--- config.mk ---
export PLATFORM = sky130hd
export DESIGN_NAME = capture_file_record_deframer_flat
export DESIGN_NICKNAME = d
export VERILOG_FILES = /design/src/cfrd_pkg.sv /design/src/cfrd_if.sv /design/src/cfrd_parser.sv /design/src/capture_file_record_deframer.sv /design/src/flat_wrapper.sv
export SDC_FILE = /design/constraint.sdc
export NUM_CORES = 1
export LEC_CHECK = 0
export BUFFER_PORTS_ARGS = -buffer_cell sky130_fd_sc_hd__buf_2
export CAP_MARGIN = 20
export CELL_PAD_IN_SITES_DETAIL_PLACEMENT = 0
export CELL_PAD_IN_SITES_GLOBAL_PLACEMENT = 1
export CORE_AREA = 5 5 216 270
export DETAILED_ROUTE_END_ITERATION = 16
export DIE_AREA = 0 0 221 275
export PLACE_DENSITY_LB_ADDON = 0.1
export SYNTH_ARGS = -nofsm -noshare
export SYNTH_HDL_FRONTEND = slang
export SYNTH_SLANG_ARGS = --single-unit
--- constraint.sdc ---
create_clock -name clk -period 9.6 [get_ports clk]
set_clock_uncertainty 0.1 [all_clocks]
set_input_delay 1.92 -clock clk [delete_from_list [all_inputs] [get_ports clk]]
set_output_delay 1.92 -clock clk [all_outputs]
set_load 0.005 [all_outputs]
--- src/cfrd_pkg.sv ---
`timescale 1ns / 1ps
// ----------------------------------------------------------------------------
// cfrd_pkg
// Shared types and constants of the capture file record deframer.
// ----------------------------------------------------------------------------
package cfrd_pkg;

  // magic words, read most significant byte first
  localparam logic [31:0] MAGIC_BIG    = 32'ha1b2c3d4;
  localparam logic [31:0] MAGIC_LITTLE = 32'hd4c3b2a1;

  // header byte positions
  localparam logic [4:0] MAGIC_LAST_POS  = 5'd3;
  localparam logic [4:0] MAGIC_END_POS   = 5'd4;
  localparam logic [4:0] SNAP_LAST_POS   = 5'd19;
  localparam logic [4:0] GLOBAL_LAST_POS = 5'd23;
  localparam logic [4:0] SEC_LAST_POS    = 5'd3;
  localparam logic [4:0] USEC_LAST_POS   = 5'd7;
  localparam logic [4:0] INCL_LAST_POS   = 5'd11;
  localparam logic [4:0] RECORD_LAST_POS = 5'd15;

  // region codes seen on the result channel
  localparam logic [1:0] REGION_GLOBAL = 2'd0;
  localparam logic [1:0] REGION_RECORD = 2'd1;
  localparam logic [1:0] REGION_DATA   = 2'd2;
  localparam logic [1:0] REGION_HALT   = 2'd3;

  // fault codes
  localparam logic [1:0] ERR_NONE      = 2'd0;
  localparam logic [1:0] ERR_BAD_MAGIC = 2'd1;
  localparam logic [1:0] ERR_TOO_LONG  = 2'd2;

  typedef enum logic [3:0] {
    PH_GLOBAL = 4'b0001,
    PH_RECORD = 4'b0010,
    PH_DATA   = 4'b0100,
    PH_HALT   = 4'b1000
  } cfrd_phase_t;

  typedef struct packed {
    logic [7:0]  echo_byte;
    logic [1:0]  region;
    logic [31:0] region_offset;
    logic [31:0] packet_index;
    logic        header_done;
    logic        little_endian;
    logic [31:0] snap_length;
    logic [31:0] stamp_sec;
    logic [31:0] stamp_usec;
    logic [31:0] packet_length;
    logic        last_of_packet;
    logic [1:0]  error_code;
  } cfrd_result_t;

endpackage

--- src/cfrd_if.sv ---
`timescale 1ns / 1ps
// ----------------------------------------------------------------------------
// cfrd_if
// Valid/ready channels of the deframer: raw file bytes in, tagged bytes out.
// ----------------------------------------------------------------------------
interface cfrd_in_if;
  logic       valid;
  logic       ready;
  logic [7:0] in_byte;
  logic       start_of_file;

  modport source (output valid, output in_byte, output start_of_file, input ready);
  modport sink   (input valid, input in_byte, input start_of_file, output ready);
endinterface

interface cfrd_out_if;
  logic        valid;
  logic        ready;
  logic [7:0]  echo_byte;
  logic [1:0]  region;
  logic [31:0] region_offset;
  logic [31:0] packet_index;
  logic        header_done;
  logic        little_endian;
  logic [31:0] snap_length;
  logic [31:0] stamp_sec;
  logic [31:0] stamp_usec;
  logic [31:0] packet_length;
  logic        last_of_packet;
  logic [1:0]  error_code;

  modport source (
    output valid, output echo_byte, output region, output region_offset,
    output packet_index, output header_done, output little_endian,
    output snap_length, output stamp_sec, output stamp_usec,
    output packet_length, output last_of_packet, output error_code,
    input ready
  );
  modport sink (
    input valid, input echo_byte, input region, input region_offset,
    input packet_index, input header_done, input little_endian,
    input snap_length, input stamp_sec, input stamp_usec,
    input packet_length, input last_of_packet, input error_code,
    output ready
  );
endinterface

--- src/cfrd_parser.sv ---
`timescale 1ns / 1ps
// ----------------------------------------------------------------------------
// cfrd_parser
// Parse state of the capture file and the per-byte next-state logic.
// ----------------------------------------------------------------------------
module cfrd_parser (
  input  logic                  clk,
  input  logic                  rst_n,
  input  logic                  step_en,
  input  logic [7:0]            byte_in,
  input  logic                  sof_in,
  output cfrd_pkg::cfrd_result_t res
);
  import cfrd_pkg::*;

  cfrd_phase_t phase_r, phase_nxt, cur_phase;
  logic [4:0]  hcnt_r, hcnt_nxt, cur_hcnt;
  logic [31:0] asm_r, asm_nxt, cur_asm;
  logic        le_r, le_nxt, cur_le;
  logic [31:0] snap_r, snap_nxt, cur_snap;
  logic [31:0] sec_r, sec_nxt, cur_sec;
  logic [31:0] usec_r, usec_nxt, cur_usec;
  logic [31:0] len_r, len_nxt, cur_len;
  logic [31:0] dpos_r, dpos_nxt, cur_dpos;
  logic [31:0] pkt_r, pkt_nxt, cur_pkt;
  logic [1:0]  fault_r, fault_nxt, cur_fault;

  // shift a byte into the field being assembled, in file byte order
  function automatic logic [31:0] gather(input logic [31:0] word, input logic [7:0] b,
                                         input logic [4:0] pos, input logic little);
    logic first;
    first = (pos[1:0] == 2'd0);
    if (little) return (first ? 32'd0 : (word >> 8)) | {b, 24'd0};
    else        return (first ? 32'd0 : (word << 8)) | {24'd0, b};
  endfunction

  // start of file restarts from reset values with this byte
  always_comb begin
    cur_phase = sof_in ? PH_GLOBAL : phase_r;
    cur_hcnt  = sof_in ? 5'd0      : hcnt_r;
    cur_asm   = sof_in ? 32'd0     : asm_r;
    cur_le    = sof_in ? 1'b0      : le_r;
    cur_snap  = sof_in ? 32'd0     : snap_r;
    cur_sec   = sof_in ? 32'd0     : sec_r;
    cur_usec  = sof_in ? 32'd0     : usec_r;
    cur_len   = sof_in ? 32'd0     : len_r;
    cur_dpos  = sof_in ? 32'd0     : dpos_r;
    cur_pkt   = sof_in ? 32'd0     : pkt_r;
    cur_fault = sof_in ? ERR_NONE  : fault_r;
  end

  always_comb begin
    logic bad_magic;
    bad_magic = 1'b0;
    phase_nxt = cur_phase;
    hcnt_nxt  = cur_hcnt;
    asm_nxt   = cur_asm;
    le_nxt    = cur_le;
    snap_nxt  = cur_snap;
    sec_nxt   = cur_sec;
    usec_nxt  = cur_usec;
    len_nxt   = cur_len;
    dpos_nxt  = cur_dpos;
    pkt_nxt   = cur_pkt;
    fault_nxt = cur_fault;
    res.region         = REGION_HALT;
    res.region_offset  = 32'd0;
    res.header_done    = 1'b0;
    res.last_of_packet = 1'b0;

    unique case (cur_phase)
      PH_GLOBAL: begin
        res.region        = REGION_GLOBAL;
        res.region_offset = {27'd0, cur_hcnt};
        if (cur_hcnt < MAGIC_END_POS) begin
          asm_nxt = gather(cur_asm, byte_in, cur_hcnt, 1'b0);
          if (cur_hcnt == MAGIC_LAST_POS) begin
            priority if (asm_nxt == MAGIC_BIG) begin
              le_nxt = 1'b0;
            end else if (asm_nxt == MAGIC_LITTLE) begin
              le_nxt = 1'b1;
            end else begin
              bad_magic = 1'b1;
            end
          end
        end else begin
          asm_nxt = gather(cur_asm, byte_in, cur_hcnt, cur_le);
          if (cur_hcnt == SNAP_LAST_POS) snap_nxt = asm_nxt;
        end
        if (bad_magic) begin
          fault_nxt = ERR_BAD_MAGIC;
          phase_nxt = PH_HALT;
        end else if (cur_hcnt >= GLOBAL_LAST_POS) begin
          phase_nxt = PH_RECORD;
          hcnt_nxt  = 5'd0;
        end else begin
          hcnt_nxt = cur_hcnt + 5'd1;
        end
      end
      PH_RECORD: begin
        res.region        = REGION_RECORD;
        res.region_offset = {27'd0, cur_hcnt};
        asm_nxt = gather(cur_asm, byte_in, cur_hcnt, cur_le);
        if (cur_hcnt == SEC_LAST_POS)  sec_nxt  = asm_nxt;
        if (cur_hcnt == USEC_LAST_POS) usec_nxt = asm_nxt;
        if (cur_hcnt == INCL_LAST_POS) len_nxt  = asm_nxt;
        if (cur_hcnt >= RECORD_LAST_POS) begin
          res.header_done = 1'b1;
          hcnt_nxt = 5'd0;
          priority if (cur_len > cur_snap) begin
            fault_nxt = ERR_TOO_LONG;
            phase_nxt = PH_HALT;
          end else if (cur_len == 32'd0) begin
            res.last_of_packet = 1'b1;
            pkt_nxt = cur_pkt + 32'd1;
          end else begin
            phase_nxt = PH_DATA;
            dpos_nxt  = 32'd0;
          end
        end else begin
          hcnt_nxt = cur_hcnt + 5'd1;
        end
      end
      PH_DATA: begin
        res.region        = REGION_DATA;
        res.region_offset = cur_dpos;
        if (cur_len == 32'd0 || cur_dpos >= cur_len - 32'd1) begin
          res.last_of_packet = 1'b1;
          pkt_nxt   = cur_pkt + 32'd1;
          phase_nxt = PH_RECORD;
          hcnt_nxt  = 5'd0;
          dpos_nxt  = 32'd0;
        end else begin
          dpos_nxt = cur_dpos + 32'd1;
        end
      end
      default: begin
        res.region = REGION_HALT;
      end
    endcase

    res.echo_byte     = byte_in;
    res.packet_index  = cur_pkt;
    res.little_endian = le_nxt;
    res.snap_length   = snap_nxt;
    res.stamp_sec     = sec_nxt;
    res.stamp_usec    = usec_nxt;
    res.packet_length = len_nxt;
    res.error_code    = fault_nxt;
  end

  always_ff @(posedge clk) begin
    if (!rst_n) begin
      phase_r <= PH_GLOBAL;
      hcnt_r  <= 5'd0;
      asm_r   <= 32'd0;
      le_r    <= 1'b0;
      snap_r  <= 32'd0;
      sec_r   <= 32'd0;
      usec_r  <= 32'd0;
      len_r   <= 32'd0;
      dpos_r  <= 32'd0;
      pkt_r   <= 32'd0;
      fault_r <= ERR_NONE;
    end else if (step_en) begin
      phase_r <= phase_nxt;
      hcnt_r  <= hcnt_nxt;
      asm_r   <= asm_nxt;
      le_r    <= le_nxt;
      snap_r  <= snap_nxt;
      sec_r   <= sec_nxt;
      usec_r  <= usec_nxt;
      len_r   <= len_nxt;
      dpos_r  <= dpos_nxt;
      pkt_r   <= pkt_nxt;
      fault_r <= fault_nxt;
    end
  end

endmodule

--- src/capture_file_record_deframer.sv ---
`timescale 1ns / 1ps
// ----------------------------------------------------------------------------
// capture_file_record_deframer
// Byte-wide capture file parser: global header, record headers, packet data.
// ----------------------------------------------------------------------------
// The block takes a capture file one byte per request and returns one tagged
// request per byte, in order. Throughput is one byte per clock while the
// result channel does not stall; each byte passes the input register, then
// the result register. The parse state updates once per byte, which sets
// that rate. The magic word picks the file byte order; a bad magic word or
// an included length above the snapshot length halts the block (region 3)
// until a byte with start_of_file set, which restarts parsing at global
// header byte 0. Decoded header fields hold their values until overwritten.
module capture_file_record_deframer (
  input logic       clk,
  input logic       rst_n,
  cfrd_in_if.sink   in_ch,
  cfrd_out_if.source out_ch
);
  import cfrd_pkg::*;

  // input register
  logic       s0_vld_r;
  logic [7:0] s0_byte_r;
  logic       s0_sof_r;

  // result register
  logic         out_vld_r;
  cfrd_result_t res_r;
  cfrd_result_t step_res;

  logic out_adv;  // result register can load this cycle
  logic fire;     // input register hands its byte to the parser

  assign out_adv     = !out_vld_r || out_ch.ready;
  assign fire        = s0_vld_r && out_adv;
  assign in_ch.ready = !s0_vld_r || out_adv;

  // parse state and per-byte decode
  cfrd_parser u_parser (
    .clk     (clk),
    .rst_n   (rst_n),
    .step_en (fire),
    .byte_in (s0_byte_r),
    .sof_in  (s0_sof_r),
    .res     (step_res)
  );

  // valid flags
  always_ff @(posedge clk) begin
    if (!rst_n) begin
      s0_vld_r  <= 1'b0;
      out_vld_r <= 1'b0;
    end else begin
      if (in_ch.ready) s0_vld_r <= in_ch.valid;
      if (out_adv)     out_vld_r <= s0_vld_r;
    end
  end

  // payload, no reset needed
  always_ff @(posedge clk) begin
    if (in_ch.valid && in_ch.ready) begin
      s0_byte_r <= in_ch.in_byte;
      s0_sof_r  <= in_ch.start_of_file;
    end
    if (fire) res_r <= step_res;
  end

  // drive the result channel
  assign out_ch.valid          = out_vld_r;
  assign out_ch.echo_byte      = res_r.echo_byte;
  assign out_ch.region         = res_r.region;
  assign out_ch.region_offset  = res_r.region_offset;
  assign out_ch.packet_index   = res_r.packet_index;
  assign out_ch.header_done    = res_r.header_done;
  assign out_ch.little_endian  = res_r.little_endian;
  assign out_ch.snap_length    = res_r.snap_length;
  assign out_ch.stamp_sec      = res_r.stamp_sec;
  assign out_ch.stamp_usec     = res_r.stamp_usec;
  assign out_ch.packet_length  = res_r.packet_length;
  assign out_ch.last_of_packet = res_r.last_of_packet;
  assign out_ch.error_code     = res_r.error_code;

endmodule

--- src/flat_wrapper.sv ---
// flat-port wrapper written by rule: the top's interface ports become plain ports
module capture_file_record_deframer_flat import cfrd_pkg::*;
  (clk, rst_n, in_ch_valid, in_ch_in_byte, in_ch_start_of_file, in_ch_ready, out_ch_valid, out_ch_echo_byte, out_ch_region, out_ch_region_offset, out_ch_packet_index, out_ch_header_done, out_ch_little_endian, out_ch_snap_length, out_ch_stamp_sec, out_ch_stamp_usec, out_ch_packet_length, out_ch_last_of_packet, out_ch_error_code, out_ch_ready);
  cfrd_in_if in_ch_i ();
  cfrd_out_if out_ch_i ();
  input logic clk;
  input logic rst_n;
  input wire logic [$bits(in_ch_i.valid)-1:0] in_ch_valid;
  input wire logic [$bits(in_ch_i.in_byte)-1:0] in_ch_in_byte;
  input wire logic [$bits(in_ch_i.start_of_file)-1:0] in_ch_start_of_file;
  output wire logic [$bits(in_ch_i.ready)-1:0] in_ch_ready;
  output wire logic [$bits(out_ch_i.valid)-1:0] out_ch_valid;
  output wire logic [$bits(out_ch_i.echo_byte)-1:0] out_ch_echo_byte;
  output wire logic [$bits(out_ch_i.region)-1:0] out_ch_region;
  output wire logic [$bits(out_ch_i.region_offset)-1:0] out_ch_region_offset;
  output wire logic [$bits(out_ch_i.packet_index)-1:0] out_ch_packet_index;
  output wire logic [$bits(out_ch_i.header_done)-1:0] out_ch_header_done;
  output wire logic [$bits(out_ch_i.little_endian)-1:0] out_ch_little_endian;
  output wire logic [$bits(out_ch_i.snap_length)-1:0] out_ch_snap_length;
  output wire logic [$bits(out_ch_i.stamp_sec)-1:0] out_ch_stamp_sec;
  output wire logic [$bits(out_ch_i.stamp_usec)-1:0] out_ch_stamp_usec;
  output wire logic [$bits(out_ch_i.packet_length)-1:0] out_ch_packet_length;
  output wire logic [$bits(out_ch_i.last_of_packet)-1:0] out_ch_last_of_packet;
  output wire logic [$bits(out_ch_i.error_code)-1:0] out_ch_error_code;
  input wire logic [$bits(out_ch_i.ready)-1:0] out_ch_ready;
  assign in_ch_i.valid = in_ch_valid;
  assign in_ch_i.in_byte = in_ch_in_byte;
  assign in_ch_i.start_of_file = in_ch_start_of_file;
  assign in_ch_ready = in_ch_i.ready;
  assign out_ch_valid = out_ch_i.valid;
  assign out_ch_echo_byte = out_ch_i.echo_byte;
  assign out_ch_region = out_ch_i.region;
  assign out_ch_region_offset = out_ch_i.region_offset;
  assign out_ch_packet_index = out_ch_i.packet_index;
  assign out_ch_header_done = out_ch_i.header_done;
  assign out_ch_little_endian = out_ch_i.little_endian;
  assign out_ch_snap_length = out_ch_i.snap_length;
  assign out_ch_stamp_sec = out_ch_i.stamp_sec;
  assign out_ch_stamp_usec = out_ch_i.stamp_usec;
  assign out_ch_packet_length = out_ch_i.packet_length;
  assign out_ch_last_of_packet = out_ch_i.last_of_packet;
  assign out_ch_error_code = out_ch_i.error_code;
  assign out_ch_i.ready = out_ch_ready;
  capture_file_record_deframer u_core (.clk(clk), .rst_n(rst_n), .in_ch(in_ch_i), .out_ch(out_ch_i));
endmodule
Word-level counts from Yosys, hierarchy flattened
Index checks and enable logic that the tools add are counted.

storage, ports and cells
  flip-flop bits (word level) = 454
  output and inout port bits = 209
  word-level logic and storage cells = 128

operators by class
  add/sub/neg operators = 4
  order comparisons = 5
  eq/ne operators = 9
  multiplexer cells = 71
  bitwise gates (word level) = 2
  reduce and logical (&&, ||, !) cells = 10

operators with widths
  kind                                                                                  count
  32-bit 2-to-1 mux                                                                     29
  32-bit one-hot mux with 2 select lines                                                4
  32-bit by 1-bit adder with 32-bit output (second input constant)                      2
  32-bit == test (second input constant)                                                2
  32-bit greater-or-equal comparator                                                    1
  32-bit > comparator                                                                   1
  32-bit logical NOT                                                                    1
  24-bit by 32-bit bitwise OR with 32-bit output                                        1
  32-bit by 8-bit bitwise OR with 32-bit output                                         1
  32-bit by 1-bit subtractor with 32-bit output (second input constant)                 1
  4-bit 2-to-1 mux                                                                      7
  5-bit 2-to-1 mux                                                                      5
  24-bit 2-to-1 mux                                                                     1
  1-bit 2-to-1 mux                                                                      16
  5-bit one-hot mux with 3 select lines                                                 1
  4-bit one-hot mux with 3 select lines                                                 1
  2-bit 2-to-1 mux                                                                      4
  2-bit one-hot mux with 3 select lines                                                 1
  5-bit by 1-bit adder with 5-bit output (second input constant)                        1
  5-bit by 2-bit == test with 1-bit output (second input constant)                      1
  5-bit by 3-bit == test with 1-bit output (second input constant)                      1
  5-bit by 4-bit == test with 1-bit output (second input constant)                      1
  5-bit == test (second input constant)                                                 1
  5-bit by 4-bit greater-or-equal comparator with 1-bit output (second input constant)  1
  other kinds (12)                                                                      16

Logic depth before layout (Yosys ltp)
  depth after elaboration = 14
  mapped depth = 22
  gate-level depth less buffers = 18

By module
From an unflattened synthesis, not the netlist that was laid out.

second synthesis, totals
  cells, all modules = 2448
  area total of the unflattened synthesis = 22374.0 sq um

modules (own cells, without submodules)
  module                        instances  cells an instance  area each (sq um)
  cfrd_parser                   1          2223               15783.9
  capture_file_record_deframer  1          225                6590.1

Worst setup path after synthesis
OpenSTA, ideal clock, no wires.

  path type = in2reg
  start point = in out_ch_ready
  end point = reg u_core.u_parser.pkt_r[13]
  data arrival time = 8846 ps
  setup slack = 215 ps
  stages = 8
  path buffers = 4
  path through = nor2b_1 nand2b_1 clkbuf_1 inv_1 clkbuf_1 clkbuf_1 clkbuf_1 a211oi_1

between the ends
  longest elaborated chain between the ends = 2

ends and longest elaborated chain
  element               RTL line                            text
  start, declared       flat_wrapper.sv:25                  input wire logic [$bits(out_ch_i.ready)-1:0] out_ch_ready;
  1-bit logical OR      capture_file_record_deframer.sv:35  assign out_adv = !out_vld_r || out_ch.ready;
  1-bit logical AND     capture_file_record_deframer.sv:36  assign fire = s0_vld_r && out_adv;
  via u_core.fire       capture_file_record_deframer.sv:33  logic fire;
  end signal, assigned  cfrd_parser.sv:175                  pkt_r <= pkt_nxt;
  end, declared         cfrd_parser.sv:25                   logic [31:0] pkt_r, pkt_nxt, cur_pkt;

The timed path passes the listed nets, and every way through them passes these cells.
A chain may end at the register's enable or synchronous reset.

Final worst setup path
  start point = reg u_core.u_parser.len_r[1]
  end point = reg u_core.u_parser.pkt_r[1]

between the ends
  longest elaborated chain between the ends = 6
  elaborated cells on any way between the ends = 11
  classes of those cells = add/sub: 1; order compare: 2; mux: 6; reduce/logical: 2

ends and longest elaborated chain
  element                                                                              RTL line                                text
  start, declared                                                                      cfrd_parser.sv:23                       logic [31:0] len_r, len_nxt, cur_len;
  start signal, assigned                                                               cfrd_parser.sv:173                      len_r <= len_nxt;
  32-bit 2-to-1 mux *                                                                  cfrd_parser.sv:46                       cur_len = sof_in ? 32'd0 : len_r;
  32-bit by 1-bit subtractor with 32-bit output or 32-bit logical NOT (tied branches)  cfrd_parser.sv:127, cfrd_parser.sv:113
  32-bit greater-or-equal comparator or 32-bit 2-to-1 mux (tied branches)              cfrd_parser.sv:127, cfrd_parser.sv:113
  1-bit logical OR or 32-bit 2-to-1 mux (tied branches)                                cfrd_parser.sv:127, cfrd_parser.sv:110
  32-bit 2-to-1 mux, on equally long branches                                          cfrd_parser.sv:127, cfrd_parser.sv:107
  32-bit one-hot mux with 2 select lines *                                             cfrd_parser.sv:71                       unique case (cur_phase)

Every way passes the cells marked *; elsewhere a longest branch is shown, timed or not.

==> impl_metrics.csv <==
group,metric,value,unit
synth,yosysUniqueCellTypes,90,
finish,final_util,46.0,%
synth,yosysSeqAreaShare,50.1,%
pwr,clockPowerShare,42.3,%
route,dr.first_iter.drc_count,1634,
die,num_rows,97,
finish,stdcell_count,3417,
die,die_x,221,microns
worst_setup_path,cp_top_family,"simple AND/OR/NAND/NOR gates",
route,wl_per_cell,21.4,microns
pwr,comb_power_share,7.7,%
pwr,cellLeakagePower,9.31,nW
timing,final.setup.worst_slack,4420,ps
clocking,cts_resized,0,
pwr,peakVddDrop,0.133,mV
route,ant_nets,0,
pwr,power_density,166,nW/um^2
pwr,total_power,4.25,mW
worst_setup_path,critPathKind,"flip-flop to flip-flop",
worst_setup_path,crit_path_end_kind,"flip-flop",
timing,min_period,5180,ps
synth,syn_area,22400,sq um
timing,rsz0062_at_grt,"no",
finish,nets,2713,
route,viasPerCell,5.61,
place,port_buffers,221,
route,drt_wl_total,73300,microns
worst_setup_path,start_kind,"flip-flop",
synth,syn_nets,2576,
run,cap_violations,0,
die,io_pins,222,
finish,antennaDiodeCount,0,
synth,async_flop_share,0,%
clocking,numCtsBuffers,48,
place,gp_congestion,0.887,
global_routing,grt_max_degree,112,
clocking,holdBufCountCts,0,
die,initial_core_util,40.4,%
hold_path,hold_depth,2,
route,firstDrtPassIters,8,
outcome,status,"finished, final reports clean",
synth,synth_cells,2500,
worst_setup_path,cp.depth,19,
global_routing,antenna_found_initial,0,
place,dp_slack,4440,ps
place,placedCellCount,3328,
worst_setup_path,slowest_stage,"nor4_4",
pwr,swShare,24.9,%
synth,ys.flop_type,"dfxtp_1",
die,die_h,275,microns
die,core_area,55600,sq um
clocking,clock_sinks,454,
place,place_hpwl,49200,microns
worst_setup_path,cp_common_cell,"nor2_1",
worst_setup_path,reg2reg_depth,19,
timing,setup_viol,0,
worst_setup_path,r2r-end,"u_core.u_parser.pkt_r[1]$_SDFFE_PN0P_",
timing,relSlewSlack,23.7,%
timing,fin_crit_sh,54.0,%
finish,area_delta_synth_final,14.0,%
worst_setup_path,cp.arrival,5560,ps
route,vias,19164,
worst_setup_path,r2r_setup_slack,4420,ps
clocking,path_clk_slew,60,ps
finish,mostFrequentLayoutCells,"nand2_1, nor2_1, dfxtp_1",
synth,ys_ff_latch,454,
timing,tns,0,ps
worst_setup_path,crit_required,9980,ps
global_routing,grt-ovfl-total,0,
worst_setup_path,cp_slowest_stage_delay,450,ps
hold_path,min_to,"u_core.u_parser.snap_r[11]$_SDFFE_PN0P_",
clocking,insertion_delay,590,ps
worst_setup_path,timing.rr.start,"u_core.u_parser.len_r[1]$_SDFFE_PN0P_",
clocking,cts_buffer_depth,3,
pwr,pwr-share-seq,50.0,%
timing,fmax,193,MHz
hold_path,min_from,"u_core.u_parser.snap_r[11]$_SDFFE_PN0P_",
finish,final_common_cell,"nand2_1",
pwr,switchingPower,1.06,mW
clocking,htreeDepth,2,
pwr,p_int,3.20,mW
finish,drive_above_1_share,14.3,%
clocking,post_cts_buffers,0,
synth,synth_edf_count,216,
timing,slew_violations,0,
clocking,cts_tree,"done",
route,post-route-drc-count,0,
global_routing,grt_first_pass_wirelength,112000,microns
timing,finalHoldViolCount,0,
worst_setup_path,path_buf_inv,2,
clocking,cts_root_buffer,"clkbuf_16",
place,placed_area,24100,sq um
timing,worst_pin_slew,1140,ps
worst_setup_path,cp_max_fo,15,
global_routing,track_usage,23.2,%
die,dieArea,60800,sq um
worst_setup_path,crit_path_cell_trace,"nor4_4 > and4_4 > nand2_1 > or3_1 > nor2_1 > xor2_1 > nor2_1 > ha_1 > a21oi_1 > a31oi_1 > a2111oi_0 > o21ai_0 > o21ba_2 > nor2_1 > buf_4 > a21o_1 > inv_1 > and3_1 > o21a_1",
finish,fillers,5494,
timing,whs,353,ps
synth,avgSynthCellArea,8.97,sq um
global_routing,grt_pass1_vias,17960,
synth,yosysWarningCount,0,
finish,final_area,25600,sq um
hold_path,hp-class,"flip-flop to flip-flop",
## power by group through the flow
| stage | clock, mW | sequential [mW] | combinational (mW) |
|---|---|---|---|
| final | 1.80 | 2.12 | 0.329 |
| after global placement | 0 | 2.16 | 0.328 |
| after CTS | 1.85 | 2.12 | 0.333 |
| after global routing | 1.92 | 2.13 | 0.364 |
| after detailed placement | 0 | 2.17 | 0.332 |
| after floorplan | 0 | 2.17 | 0.204 |
## cell usage after synthesis (all sizes together), types with 9 or more instances
cell type | n | area, sq um
nor3b | 22 | 165
mux2 | 23 | 259
nor2 | 287 | 1080
nor3 | 89 | 445
o31a | 9 | 78.8
dfxtp | 238 | 4760
a21oi | 166 | 831
nor4b | 9 | 93.8
xnor2 | 10 | 87.6
nand4 | 19 | 134
and3 | 19 | 120
clkbuf | 131 | 494
nand3 | 102 | 510
buf | 37 | 191
o211ai | 9 | 72.6
and2 | 43 | 269
edfxtp | 216 | 6490
ha | 63 | 788
nand2 | 407 | 1530
or4 | 10 | 78.8
a31oi | 22 | 153
or3 | 15 | 98.8
mux2i | 30 | 300
nor4 | 22 | 165
inv | 22 | 82.6
a22oi | 42 | 315
xor2 | 20 | 175
o21ai | 200 | 1000
nor2b | 94 | 591
nand2b | 11 | 68.8
a211oi | 13 | 103
## how the worst max path moves through the flow
stage | startpoint | end
finish | u_core.u_parser.len_r[1]$_SDFFE_PN0P_ | u_core.u_parser.pkt_r[1]$_SDFFE_PN0P_
global route | u_core.u_parser.len_r[1]$_SDFFE_PN0P_ | u_core.u_parser.dpos_r[2]$_SDFFE_PN0P_
CTS | u_core.u_parser.len_r[1]$_SDFFE_PN0P_ | u_core.u_parser.pkt_r[1]$_SDFFE_PN0P_
detailed placement | u_core.u_parser.len_r[1]$_SDFFE_PN0P_ | u_core.u_parser.pkt_r[1]$_SDFFE_PN0P_
global placement | u_core.u_parser.len_r[1]$_SDFFE_PN0P_ | u_core.u_parser.pkt_r[1]$_SDFFE_PN0P_
floorplan | out_ch_ready | u_core.u_parser.pkt_r[13]$_SDFFE_PN0P_
## final cells by class
| class | count | area [sq um] | area share [%] |
|---|---|---|---|
| clock inverter | 23 | 191 | 0.748 |
| timing repair buffer | 255 | 1370 | 5.34 |
| multi-input combinational | 1856 | 10400 | 40.8 |
| inverter | 22 | 100 | 0.391 |
| clock buffer | 65 | 1290 | 5.06 |
| sequential | 454 | 11300 | 44.0 |
| tap | 742 | 928 | 3.63 |
## tightest hold or removal path, cell delays in order (launching register included)
cell and delay [ps]:
dfxtp_1 310, nand2_1 50, a21oi_1 50
## logic make-up after synthesis
| family | after synthesis | synth area share, % |
|---|---|---|
| compound gates | 528 | 14.0 |
| xor+xnor | 30 | 1.17 |
| fa+ha+maj | 63 | 3.51 |
| simple gates | 1182 | 25.2 |
| mux | 53 | 2.49 |
| flops | 454 | 50.1 |
| buf+inv | 190 | 3.42 |
## layer usage
metal / vias to the layer above / track usage [%] / part of all wire, %
met5: - / 0 / 0
met4: 0 / 7.13 / 3.2
met3: 109 / 4.40 / 6.0
met2: 550 / 38.2 / 47
met1: 9314 / 31.2 / 44
li1: 9191 / - / -
Note: power is estimated with default switching activity, not from simulation.
